<file path="config.mk">
export PLATFORM = sky130hd
export DESIGN_NAME = circle_outline_rasterizer
export DESIGN_NICKNAME = d
export VERILOG_FILES = /design/src/rtl/cor_pkg.sv /design/src/rtl/circle_outline_rasterizer.sv /design/src/rtl/cor_step.sv /design/src/rtl/cor_emit.sv
export SDC_FILE = /design/constraint.sdc
export NUM_CORES = 1
export LEC_CHECK = 0
export BUFFER_PORTS_ARGS = -buffer_cell sky130_fd_sc_hd__buf_2
export CAP_MARGIN = 20
export CORE_ASPECT_RATIO = 1.4
export CORE_MARGIN = 4
export CORE_UTILIZATION = 35
export CTS_CLUSTER_SIZE = 24
export DETAILED_ROUTE_END_ITERATION = 12
export REMOVE_ABC_BUFFERS = 1
export SYNTH_ARGS = -nofsm -noshare
export SYNTH_HDL_FRONTEND = slang
export SYNTH_HIERARCHICAL = 1
export SYNTH_SLANG_ARGS = --single-unit
</file>
<file path="constraint.sdc">
create_clock -name clk -period 11.3 [get_ports clk]
set_input_delay 1.13 -clock clk [delete_from_list [all_inputs] [get_ports clk]]
set_output_delay 1.13 -clock clk [all_outputs]
set_load 0.005 [all_outputs]
</file>
<file path="src/rtl/cor_pkg.sv">
`timescale 1ns / 1ps
// ----------------------------------------------------------------------------
// cor_pkg: shared types and constants for the circle outline rasterizer
// Word formats, request and register codes, clip helper.
// ----------------------------------------------------------------------------
package cor_pkg;

	localparam int COORD_BITS = 16;   // center coordinate width
	localparam int MAX_DIM    = 4096; // hard limit on visible columns/rows
	localparam int CFG_W      = 13;   // image size register width
	localparam int PIX_W      = 12;   // output pixel coordinate width
	localparam int STEP_W     = 16;   // walk x/y, signed (y may reach -1)
	localparam int DEC_W      = 20;   // decision variable, signed
	localparam int PT_W       = 18;   // center +/- offset, signed
	localparam int COLOR_W    = 24;
	localparam int RADIUS_W   = 14;
	localparam int NPTS       = 8;

	localparam logic [CFG_W-1:0] MAX_DIM_C   = CFG_W'(MAX_DIM);
	localparam logic [CFG_W-1:0] WIDTH_RST   = CFG_W'(640);
	localparam logic [CFG_W-1:0] HEIGHT_RST  = CFG_W'(480);

	// request codes
	localparam logic REQ_START = 1'b0;
	localparam logic REQ_STEP  = 1'b1;

	// configuration register indexes
	localparam logic CFG_IMAGE_WIDTH  = 1'b0;
	localparam logic CFG_IMAGE_HEIGHT = 1'b1;

	typedef struct packed {
		logic                          req_type;
		logic signed [COORD_BITS-1:0]  center_x;
		logic signed [COORD_BITS-1:0]  center_y;
		logic [RADIUS_W-1:0]           radius;
		logic [COLOR_W-1:0]            color;
	} cor_in_t;

	typedef struct packed {
		logic [PIX_W-1:0]   pixel_x;
		logic [PIX_W-1:0]   pixel_y;
		logic [COLOR_W-1:0] pixel_color;
		logic               pixel_valid;
		logic               last_of_step;
		logic               circle_finished;
	} cor_out_t;

	// one step's candidate points, ready for draining
	typedef struct packed {
		logic [NPTS-1:0][PIX_W-1:0] px;
		logic [NPTS-1:0][PIX_W-1:0] py;
		logic [NPTS-1:0]            mask;   // visible points
		logic [COLOR_W-1:0]         color;
		logic                       fin;
	} cor_batch_t;

	// point inside [0, lim)
	function automatic logic visible(input logic signed [PT_W-1:0] p,
		input logic [CFG_W-1:0] lim);
		logic [PT_W-2:0] mag;
		mag = p[PT_W-2:0];
		return !p[PT_W-1] && (mag < {{(PT_W-1-CFG_W){1'b0}}, lim});
	endfunction

endpackage

</file>
<file path="src/rtl/circle_outline_rasterizer.sv">
`timescale 1ns / 1ps
// ----------------------------------------------------------------------------
// circle_outline_rasterizer: midpoint circle outline generator with clipping
// Start words load a circle; step words emit up to eight pixel writes.
// ----------------------------------------------------------------------------
// Usage:
//  - Input channel (in_valid/in_stall/in_word): a start word (req_type 0)
//    latches center, radius and color and produces no output. A step word
//    (req_type 1) emits the eight octant points of the current walk position,
//    clipped to the image, then advances the walk.
//  - Output channel (out_valid/out_stall/out_word): one word per unstalled cycle.
//    A step with nothing visible (or a step after the circle is done) gives a
//    single word with pixel_valid 0. last_of_step marks each step's final word.
//  - Config port (cfg_we/cfg_index/cfg_wdata): image width and height; write
//    only while idle.
//  - A step word is loaded into the point buffer; its words then pass one
//    by one from the buffer into the output register.
//  - A step holds the point buffer until its last output word (of 1 to 8)
//    leaves it; the next input word is taken in the cycle the last word
//    leaves the buffer. Start words do not use the buffer and emit nothing.
//  - Receiver stall holds the output register and backs up into in_stall.
//  - Reset: no circle active, image 640x480, both channels empty.
// ----------------------------------------------------------------------------
module circle_outline_rasterizer (
	input  logic                           clk,
	input  logic                           arst_n,
	input  logic                           in_valid,
	output logic                           in_stall,
	input  cor_pkg::cor_in_t               in_word,
	output logic                           out_valid,
	input  logic                           out_stall,
	output cor_pkg::cor_out_t              out_word,
	input  logic                           cfg_we,
	input  logic                           cfg_index,
	input  logic [cor_pkg::CFG_W-1:0]      cfg_wdata
);
	import cor_pkg::*;

	logic [CFG_W-1:0] width_q, height_q;
	logic [CFG_W-1:0] lim_w, lim_h;
	logic             in_acc, load_ok;
	cor_batch_t       batch;

	// config registers
	always_ff @(posedge clk or negedge arst_n) begin
		if (!arst_n) begin
			width_q  <= WIDTH_RST;
			height_q <= HEIGHT_RST;
		end else if (cfg_we) begin
			case (cfg_index)
				CFG_IMAGE_WIDTH:  width_q  <= cfg_wdata;
				CFG_IMAGE_HEIGHT: height_q <= cfg_wdata;
				default: ;
			endcase
		end
	end

	// visible area is capped at MAX_DIM in each direction
	assign lim_w = (width_q  < MAX_DIM_C) ? width_q  : MAX_DIM_C;
	assign lim_h = (height_q < MAX_DIM_C) ? height_q : MAX_DIM_C;

	// buffer busy blocks all input words, starts included
	assign in_stall = !load_ok;
	assign in_acc   = in_valid && load_ok;

	cor_step u_step (
		.clk    (clk),
		.arst_n (arst_n),
		.accept (in_acc),
		.in_word(in_word),
		.lim_w  (lim_w),
		.lim_h  (lim_h),
		.batch  (batch)
	);

	cor_emit u_emit (
		.clk      (clk),
		.arst_n   (arst_n),
		.load     (in_acc && (in_word.req_type == REQ_STEP)),
		.batch    (batch),
		.load_ok  (load_ok),
		.out_valid(out_valid),
		.out_stall(out_stall),
		.out_word (out_word)
	);

	// status words always close their step
	a_status_single: assert property (@(posedge clk) disable iff (!arst_n)
		out_valid && !out_word.pixel_valid |-> out_word.last_of_step)
		else $error("status word without last_of_step");

	// pixel writes stay inside the clipped image
	a_pixel_inside: assert property (@(posedge clk) disable iff (!arst_n)
		out_valid && out_word.pixel_valid |->
		({1'b0, out_word.pixel_x} < lim_w) && ({1'b0, out_word.pixel_y} < lim_h))
		else $error("pixel write outside image");

	// a status word carries no color
	a_status_blank: assert property (@(posedge clk) disable iff (!arst_n)
		out_valid && !out_word.pixel_valid |-> (out_word.pixel_color == '0))
		else $error("status word with color");

endmodule

</file>
<file path="src/rtl/cor_step.sv">
`timescale 1ns / 1ps
// ----------------------------------------------------------------------------
// cor_step: walk state and point generation
// Holds center, color and the midpoint walk; builds one step's eight
// clipped points from the current state.
// ----------------------------------------------------------------------------
module cor_step (
	input  logic                clk,
	input  logic                arst_n,
	input  logic                accept,
	input  cor_pkg::cor_in_t    in_word,
	input  logic [cor_pkg::CFG_W-1:0] lim_w,
	input  logic [cor_pkg::CFG_W-1:0] lim_h,
	output cor_pkg::cor_batch_t batch
);
	import cor_pkg::*;

	logic                         active_q;
	logic signed [COORD_BITS-1:0] cx_q, cy_q;
	logic signed [STEP_W-1:0]     x_q, y_q;
	logic signed [DEC_W-1:0]      d_q;
	logic [COLOR_W-1:0]           color_q;

	logic signed [STEP_W-1:0] x_n, y_n;
	logic signed [DEC_W-1:0]  d_n;
	logic                     done_n;

	// next walk position
	always_comb begin
		logic signed [DEC_W-1:0] xe, de;
		x_n = x_q + STEP_W'(1);
		xe  = {{(DEC_W-STEP_W){x_n[STEP_W-1]}}, x_n};
		de  = {{(DEC_W-STEP_W){1'b0}}, x_n} - {{(DEC_W-STEP_W){y_q[STEP_W-1]}}, y_q};
		if (d_q < 0) begin
			d_n = d_q + (xe <<< 2) + DEC_W'(6);
			y_n = y_q;
		end else begin
			d_n = d_q + (de <<< 2) + DEC_W'(10);
			y_n = y_q - STEP_W'(1);
		end
		done_n = y_n < x_n;
	end

	// eight octant points, clipped
	always_comb begin
		logic signed [PT_W-1:0] cxe, cye, xe, ye;
		logic signed [PT_W-1:0] px [NPTS];
		logic signed [PT_W-1:0] py [NPTS];
		cxe = {{(PT_W-COORD_BITS){cx_q[COORD_BITS-1]}}, cx_q};
		cye = {{(PT_W-COORD_BITS){cy_q[COORD_BITS-1]}}, cy_q};
		xe  = {{(PT_W-STEP_W){x_q[STEP_W-1]}}, x_q};
		ye  = {{(PT_W-STEP_W){y_q[STEP_W-1]}}, y_q};
		px[0] = cxe + xe; py[0] = cye + ye;
		px[1] = cxe - xe; py[1] = cye + ye;
		px[2] = cxe + xe; py[2] = cye - ye;
		px[3] = cxe - xe; py[3] = cye - ye;
		px[4] = cxe + ye; py[4] = cye + xe;
		px[5] = cxe - ye; py[5] = cye + xe;
		px[6] = cxe + ye; py[6] = cye - xe;
		px[7] = cxe - ye; py[7] = cye - xe;
		for (int i = 0; i < NPTS; i++) begin
			batch.px[i]   = px[i][PIX_W-1:0];
			batch.py[i]   = py[i][PIX_W-1:0];
			batch.mask[i] = active_q && visible(px[i], lim_w) && visible(py[i], lim_h);
		end
		batch.color = color_q;
		batch.fin   = !active_q || done_n;
	end

	always_ff @(posedge clk or negedge arst_n) begin
		if (!arst_n) begin
			active_q <= 1'b0;
			cx_q     <= '0;
			cy_q     <= '0;
			x_q      <= '0;
			y_q      <= '0;
			d_q      <= '0;
			color_q  <= '0;
		end else if (accept) begin
			if (in_word.req_type == REQ_START) begin
				active_q <= 1'b1;
				cx_q     <= in_word.center_x;
				cy_q     <= in_word.center_y;
				color_q  <= in_word.color;
				x_q      <= '0;
				y_q      <= {{(STEP_W-RADIUS_W){1'b0}}, in_word.radius};
				d_q      <= DEC_W'(3) - {{(DEC_W-RADIUS_W-1){1'b0}}, in_word.radius, 1'b0};
			end else if (active_q) begin
				x_q      <= x_n;
				y_q      <= y_n;
				d_q      <= d_n;
				active_q <= !done_n;
			end
		end
	end

endmodule

</file>
<file path="src/rtl/cor_emit.sv">
`timescale 1ns / 1ps
// ----------------------------------------------------------------------------
// cor_emit: step buffer and output register
// Holds one step's points and sends the visible ones, lowest index first,
// one word per cycle when not stalled; an empty step sends a single status word.
// ----------------------------------------------------------------------------
module cor_emit (
	input  logic                clk,
	input  logic                arst_n,
	input  logic                load,
	input  cor_pkg::cor_batch_t batch,
	output logic                load_ok,
	output logic                out_valid,
	input  logic                out_stall,
	output cor_pkg::cor_out_t   out_word
);
	import cor_pkg::*;

	logic       bv_s1;
	cor_batch_t b_s1;
	logic       ov_s2;
	cor_out_t   w_s2;

	logic [NPTS-1:0] pick, rest;
	logic            adv, emit, last;
	cor_out_t        nxt;

	always_comb begin
		pick = b_s1.mask & (~b_s1.mask + NPTS'(1));
		rest = b_s1.mask & ~pick;
		last = (rest == '0);
		adv  = !ov_s2 || !out_stall;
		emit = bv_s1 && adv;
		load_ok = !bv_s1 || (emit && last);

		nxt = '0;
		for (int i = 0; i < NPTS; i++) begin
			if (pick[i]) begin
				nxt.pixel_x = b_s1.px[i];
				nxt.pixel_y = b_s1.py[i];
			end
		end
		if (b_s1.mask != '0) begin
			nxt.pixel_color = b_s1.color;
			nxt.pixel_valid = 1'b1;
		end
		nxt.last_of_step    = last;
		nxt.circle_finished = b_s1.fin;
	end

	always_ff @(posedge clk or negedge arst_n) begin
		if (!arst_n) begin
			bv_s1 <= 1'b0;
			ov_s2 <= 1'b0;
		end else begin
			if (emit)
				ov_s2 <= 1'b1;
			else if (adv)
				ov_s2 <= 1'b0;
			// a load in the cycle the last word leaves keeps the buffer full
			if (load)
				bv_s1 <= 1'b1;
			else if (emit && last)
				bv_s1 <= 1'b0;
		end
	end

	always_ff @(posedge clk) begin
		if (load)
			b_s1 <= batch;
		else if (emit)
			b_s1.mask <= rest;
		if (emit)
			w_s2 <= nxt;
	end

	assign out_valid = ov_s2;
	assign out_word  = w_s2;

endmodule

</file>
**After elaboration in Yosys (flattened, before gate mapping)**

Index checks and enable logic that the tools add are counted.

- Register bits: 317
- Bits of input ports: 90
- Output and inout port bits: 53
- Word-level logic and storage cells: 141

- $add $sub $neg: 17
- Order comparisons: 12
- Equal/unequal tests: 1
- Mux-type cells: 27
- Bitwise logic cells: 6
- Reduce and logical (&&, ||, !) cells: 50

Operators with widths:

| kind | count |
|---|---|
| $mux 24 | 8 |
| $lt 17x13->1 | 8 |
| $mux 16 | 5 |
| $add 16x16->17 | 4 |
| $sub 16x16->17 | 4 |
| $mux 20 | 3 |
| $lt 13x13->1 const B | 2 |
| $mux 13 | 2 |
| $logic_and 1x1->1 | 24 |
| $add 20x18->20 | 1 |
| $add 20x20->20 | 1 |
| $add 20x4->20 const B | 1 |
| $add 20x5->20 const B | 1 |
| $lt 20x1->1 const B | 1 |
| $sub 17x16->18 | 1 |
| $add 16x2->16 const B | 1 |
| $and 8x8->8 | 2 |
| $lt 16x16->1 | 1 |
| $mux 8 | 2 |
| $not 8->8 | 2 |
| $sub 16x2->16 const B | 1 |
| $sub 2x15->16 const A | 1 |
| $logic_not 1->1 | 14 |
| $add 8x1->8 const B | 1 |
| 8 further kinds | 22 |

**Logic depth before layout (Yosys ltp)**

- Word-level depth: 11
- Depth in mapped cells: 26
- Gate-level depth less buffers: 26

**Modules after synthesis**

Netlist, hierarchy kept.

Modules (own cells, without submodules):

| module | times used | cells an instance | area each (sq um) | seq. area each (sq um) |
|---|---|---|---|---|
| cor_step | 1 | 2170 | 16798.6 | 2702.6 |
| cor_emit | 1 | 728 | 11173.2 | 8338.0 |
| circle_outline_rasterizer | 1 | 85 | 1204.9 | 658.1 |

**Worst setup path before layout**

OpenSTA, ideal clock, no wires.

- Path type: in2reg
- Start: in out_stall
- End: reg u_emit/b_s1[25] (netlist bit) (enable)
- Setup time: 0.323 ns
- Arrival time: 7.467 ns
- Data required time: 10.977 ns
- Slack: 3.510 ns
- Cell stages on the path: 4
- Path buffers: 0
- Cell sequence: a222oi_1 > nand2b_1 > and3_1 > or2_2

- Cells in the longest elaborated chain, start to end: 8

RTL lines:

| element | line | text |
|---|---|---|
| from (decl) | circle_outline_rasterizer.sv:31 | `input logic out_stall,` |
| $logic_not 1->1 | cor_emit.sv:32 | `adv = !ov_s2 \|\| !out_stall;` |
| $logic_or 1x1->1 | cor_emit.sv:32 |  |
| $logic_and 1x1->1 | cor_emit.sv:33 | `emit = bv_s1 && adv;` |
| $logic_and 1x1->1 | cor_emit.sv:34 | `load_ok = !bv_s1 \|\| (emit && last);` |
| $logic_or 1x1->1 | cor_emit.sv:34 |  |
| named net load_ok | circle_outline_rasterizer.sv:41 | `logic in_acc, load_ok;` |
| $logic_and 1x1->1 | circle_outline_rasterizer.sv:64 | `assign in_acc = in_valid && load_ok;` |
| $logic_and 1x1->1 | circle_outline_rasterizer.sv:79 | `.load (in_acc && (in_word.req_type == REQ_STEP)),` |
| $reduce_bool 2->1 (no source line) | -- |  |
| to (signal assigned) | cor_emit.sv:70 | `b_s1 <= batch;` |
| to (decl) | cor_emit.sv:20 | `cor_batch_t b_s1;` |

The timed path passes the listed nets, and every way through them passes these cells.
A chain may end at the register's enable or synchronous reset.

**Worst setup path after layout**

- Start: reg u_step.x_q[0]
- End: reg u_step.d_q[19]

- Cells in the longest elaborated chain, start to end: 7
- Elaborated cells between the ends (all ways): 9
- Classes of those cells: add/sub: 6; mux: 3

RTL lines:

| element | line | text |
|---|---|---|
| from (decl) | cor_step.sv:20 | `logic signed [STEP_W-1:0] x_q, y_q;` |
| from (signal assigned) | cor_step.sv:89 | `x_q <= x_n;` |
| $add 16x2->16 * | cor_step.sv:31 | `x_n = x_q + STEP_W'(1);` |
| $sub 17x16->18 | cor_step.sv:33 | `de = {{(DEC_W-STEP_W){1'b0}}, x_n} - {{(DEC_W-STEP_W){y_q[STEP_W-1]}}, y_q};` |
| $add 20x20->20 | cor_step.sv:38 | `d_n = d_q + (de <<< 2) + DEC_W'(10);` |
| $add 20x5->20 | cor_step.sv:38 |  |
| $mux 20 * | cor_step.sv:34 | `if (d_q < 0) begin` |
| $mux 20 * | cor_step.sv:88 | `end else if (active_q) begin` |
| $mux 20 * | cor_step.sv:80 | `if (in_word.req_type == REQ_START) begin` |
| to (signal assigned) | cor_step.sv:87 | `d_q <= DEC_W'(3) - {{(DEC_W-RADIUS_W-1){1'b0}}, in_word.radius, 1'b0};` |
| to (signal assigned) | cor_step.sv:91 | `d_q <= d_n;` |
| to (decl) | cor_step.sv:21 | `logic signed [DEC_W-1:0] d_q;` |

Every way passes the cells marked *; elsewhere a longest branch is shown, timed or not. The select of a mux whose other input is x is not followed.

==> metrics.md <==
| Metric | Value |
|---|---|
| IO Pins | 143 |
| CTS tree | yes |
| DIE AREA | 88100 µm² |
| Worst-path clk slew | 60 ps |
| Fraction of registers with async set/reset | 0.330 |
| Critical path class | flip-flop to flip-flop |
| Pre-CTS setup slack | 5600 ps |
| Min Tclk post-route | 5830 ps |
| Status | finished, final reports clean |
| CTS root buf | clkbuf_16 |
| Top cell type by total area after synthesis | edfxtp_1 |
| Pin count of the biggest net entering global routing | 163 |
| Top post-synthesis cells by area | edfxtp_1 (28%), ha_1 (14%), dfrtp_1 (11%) |
| Distinct cells, synth | 85 |
| CTS Buf Count | 45 |
| H-tree Lvls | 2 |
| DRT Pass-1 Iters | 5 |
| Via Count | 22537 |
| Setup ws final | 5470 ps |
| Layout Utilization | 0.382 |
| Number of synthesized flops with an enable pin | 276 |
| Largest family of logic cells by synthesized area | compound AO/OA/AOI/OAI gates |
| First-pass GRT wire length | 140000 µm |
| Worst skew pair latency | 600 ps |
| IO Port Bufs | 142 |
| Fin. max-slew vios | 0 |
| Peak Freq | 171 MHz |
| Tot Pwr | 11.5 mW |
| Critical Path Sink Type | flip-flop |
| DIE WIDTH | 252 µm |
| Cell Chain, Critical Path | ha_1 > and3_1 > nand3_1 > nor4_1 > xnor2_1 > ha_1 > inv_1 > o21ba_2 > o41ai_1 > a21oi_1 > nor2b_1 > o21ai_0 > nor2b_1 > xnor2_1 > ha_1 > ha_1 > a21oi_1 > o21bai_1 > a21oi_1 > o21ai_0 > xnor2_1 > xnor2_1 > o221ai_1 |
| Hold/Removal Path Class | flip-flop to flip-flop |
| Xor/xnor cell area share of the yosys netlist | 0.0489 |
| Max-Cap Viols | 0 |
| Synth Area in Compound Gates | 0.171 |
| Setup TNS | 0 ps |
| Total gr overflow | 0 |
| Worst Path Max Fanout | 12 |
| Crit start category | flip-flop |
| Lkg Pwr | 12.9 nW |
| Layout cells sized above 1 | 0.108 |
| Worst vdd ir | 0.000156 V |
| Crit-path leading delay family | simple AND/OR/NAND/NOR gates |
| Max Clock Skew | 24.5 ps |
| Adder-cell share of the synthesized area | 0.148 |
| Mean number of vias per cell | 5.52 |
| Final WL | 92900 µm |
| Max clock buf depth | 3 |
| Routed len/inst | 22.8 µm |
| Arrival @ worst endpoint | 6290 ps |
| RSZ-0062 raised after global routing | no |
| Starting Density | 0.352 |
| Num Clock Sinks | 412 |
| Finished Cell Area | 31700 µm² |
| Final setup viols | 0 |
| Crit path required time | 11760 ps |
| Post-Syn Area per Cell | 9.78 µm² |
| Setup Fix Bufs, Post-CTS | 0 |
| Worst Max-Slew Pin Slew | 1040 ps |
| CTS resizes | 0 |
| Post-CTS Hold Fix Bufs | 0 |
| Flops & latches, synth | 412 |
| Vias in the first global route | 22662 |
| PD cells | 363 nW/µm² |
| Cell Area, Placed | 30200 µm² |
| Post-Synthesis Cells | 2983 |
| Die H | 350 µm |
| Initial DRC count | 1530 |
| Synthesized area | 29200 µm² |
| Buf/Inv on CP | 1 |
| Synthesis Warnings | 6 |
| Placer Congestion | 0.978 |
| Tot GR Track Use | 0.206 |
| Delay of the slowest critical-path stage | 770 ps |
| Core area | 82900 µm² |
| Sequential area share after synthesis | 0.401 |
| Antenna-violating nets left | 0 |
| Slew margin rel. | 0.309 |
| Final worst-path cycle share | 0.516 |
| Drt drc | 0 |
| HPWL Detailed | 70500 µm |
| Hold violation count in the final report | 0 |
| Layout Area Growth over Synthesis | 8.48% |
| Yosys top cell area share | 0.284 |
| Post-synthesis mux area share | 0.0311 |
| Ys flop type | edfxtp_1 |
| Nets | 3397 |
| Antenna violations before repair | 1 |
| Slowest CP cell | nor4_1 |
| Std cell rows | 125 |
| Synth Area in Simple Gates | 0.133 |
==> power breakdown <==
| part | leakage, nW | total, mW | switching (mW) | internal (mW) |
|---|---|---|---|---|
| Clock | 0.706 | 1.49 | 0.642 | 0.843 |
| Sequential | 4.23 | 2.87 | 0.399 | 2.48 |
| Combinational | 8.01 | 7.13 | 4.46 | 2.67 |
==> path summary, 6_finish.rpt <==
check	start	slack (ps)	cells past startpoint	endpoint
setup / recovery	u_step/x_q[0]	5470	23	u_step/d_q[19]
hold / removal	u_emit/b_s1[0]	430	0	u_emit/out_word[0]
max in group asynchronous	arst_n	9200	2	u_step/cx_q[2]
setup reg to reg	u_step/x_q[0]	5470	23	u_step/d_q[19]
min in group asynchronous	arst_n	620	1	u_step/cx_q[15]
hold reg to reg	u_emit/b_s1[0]	430	0	u_emit/out_word[0]
==> flip-flops by register name, summed over array words and instances, names as in the netlist <==
name / count
width_q: 13
u_emit/b_s1: 225
u_step/x_q: 16
u_step/y_q: 16
u_step/cx_q: 16
u_emit/out_valid: 1
u_step/color_q: 24
u_step/active_q: 1
u_emit/bv_s1: 1
height_q: 13
u_step/cy_q: 16
u_emit/out_word: 51
u_step/d_q: 19
==> per-layer routing <==
| metal | GRT usage | wire [µm] |
|---|---|---|
| met5 | 0 | 0 |
| met4 | 0.104 | 5380 |
| met3 | 0.0250 | 4250 |
| met2 | 0.372 | 46800 |
| met1 | 0.239 | 36500 |
==> cell usage in the layout, fill, tap and decap left out, types with 18 or more instances in the layout <==
master / count
a31oi_1: 42
ha_1: 327
nand2_1: 354
buf_4: 28
inv_1: 162
dfrtp_1: 130
clkbuf_16: 46
a211oi_1: 26
o21a_1: 31
or3_1: 18
o21ai_0: 148
nor2_1: 166
nor2b_1: 103
o21bai_1: 28
nand2b_1: 28
a21o_1: 41
a211oi_2: 18
xnor2_1: 127
o22ai_1: 43
nand3_1: 31
a21oi_1: 189
xor2_1: 36
buf_2: 141
nand4_1: 19
edfxtp_1: 276
nor3_1: 46
o2111ai_1: 27
o221ai_1: 29
mux2i_1: 55
==> cells by family after synthesis <==
logic type                 Yosys count
DFF                                412
xor gates and xnor gates           163
muxes                               83
AOI/OAI and AO/OA                  752
and+or+nand+nor                    835
buffers and inverters              400
adders and majority gates          338
==> through the flow <==
| step | hold WS (ps) | cells |
|---|---|---|
| 2_1_floorplan | 400 | 2751 |
| 3_3_place_gp | 408 | 4001 |
| 3_5_place_dp | 429 | 4001 |
| 4_1_cts | 441 | 4084 |
| 5_1_grt | 444 | 4084 |
| 6_report | 430 | 4085 |
==> synthesized netlist by cell type (all sizes together) (11+ instances only) <==
master / instances
o221ai: 29
clkbuf: 86
a211oi: 44
nor2: 168
mux2: 28
mux2i: 55
o2111ai: 27
ha: 327
o21a: 31
a21oi: 191
and3: 15
o31a: 11
o21bai: 28
nand4: 19
buf: 146
edfxtp: 276
nand3: 32
inv: 162
dfrtp: 130
nor2b: 104
a221oi: 13
nor3: 46
a31oi: 42
o21ai: 161
o22ai: 43
o31ai: 16
fa: 11
xnor2: 127
a21o: 41
nand2: 356
or3: 19
nand2b: 29
xor2: 36
nor4: 18
==> final cells by class <==
type                    instances  area (µm²)
diodes                          1        2.50
clock buffers                  60        1230
clock inverters                23         226
fillers                      8288       51200
inverters                     168         631
multi-input cells            2171       15600
flip-flops and latches        412       11700
well taps                    1079        1350
repair buffers                171         947
No activity file was read; power rests on OpenSTA's default activity.
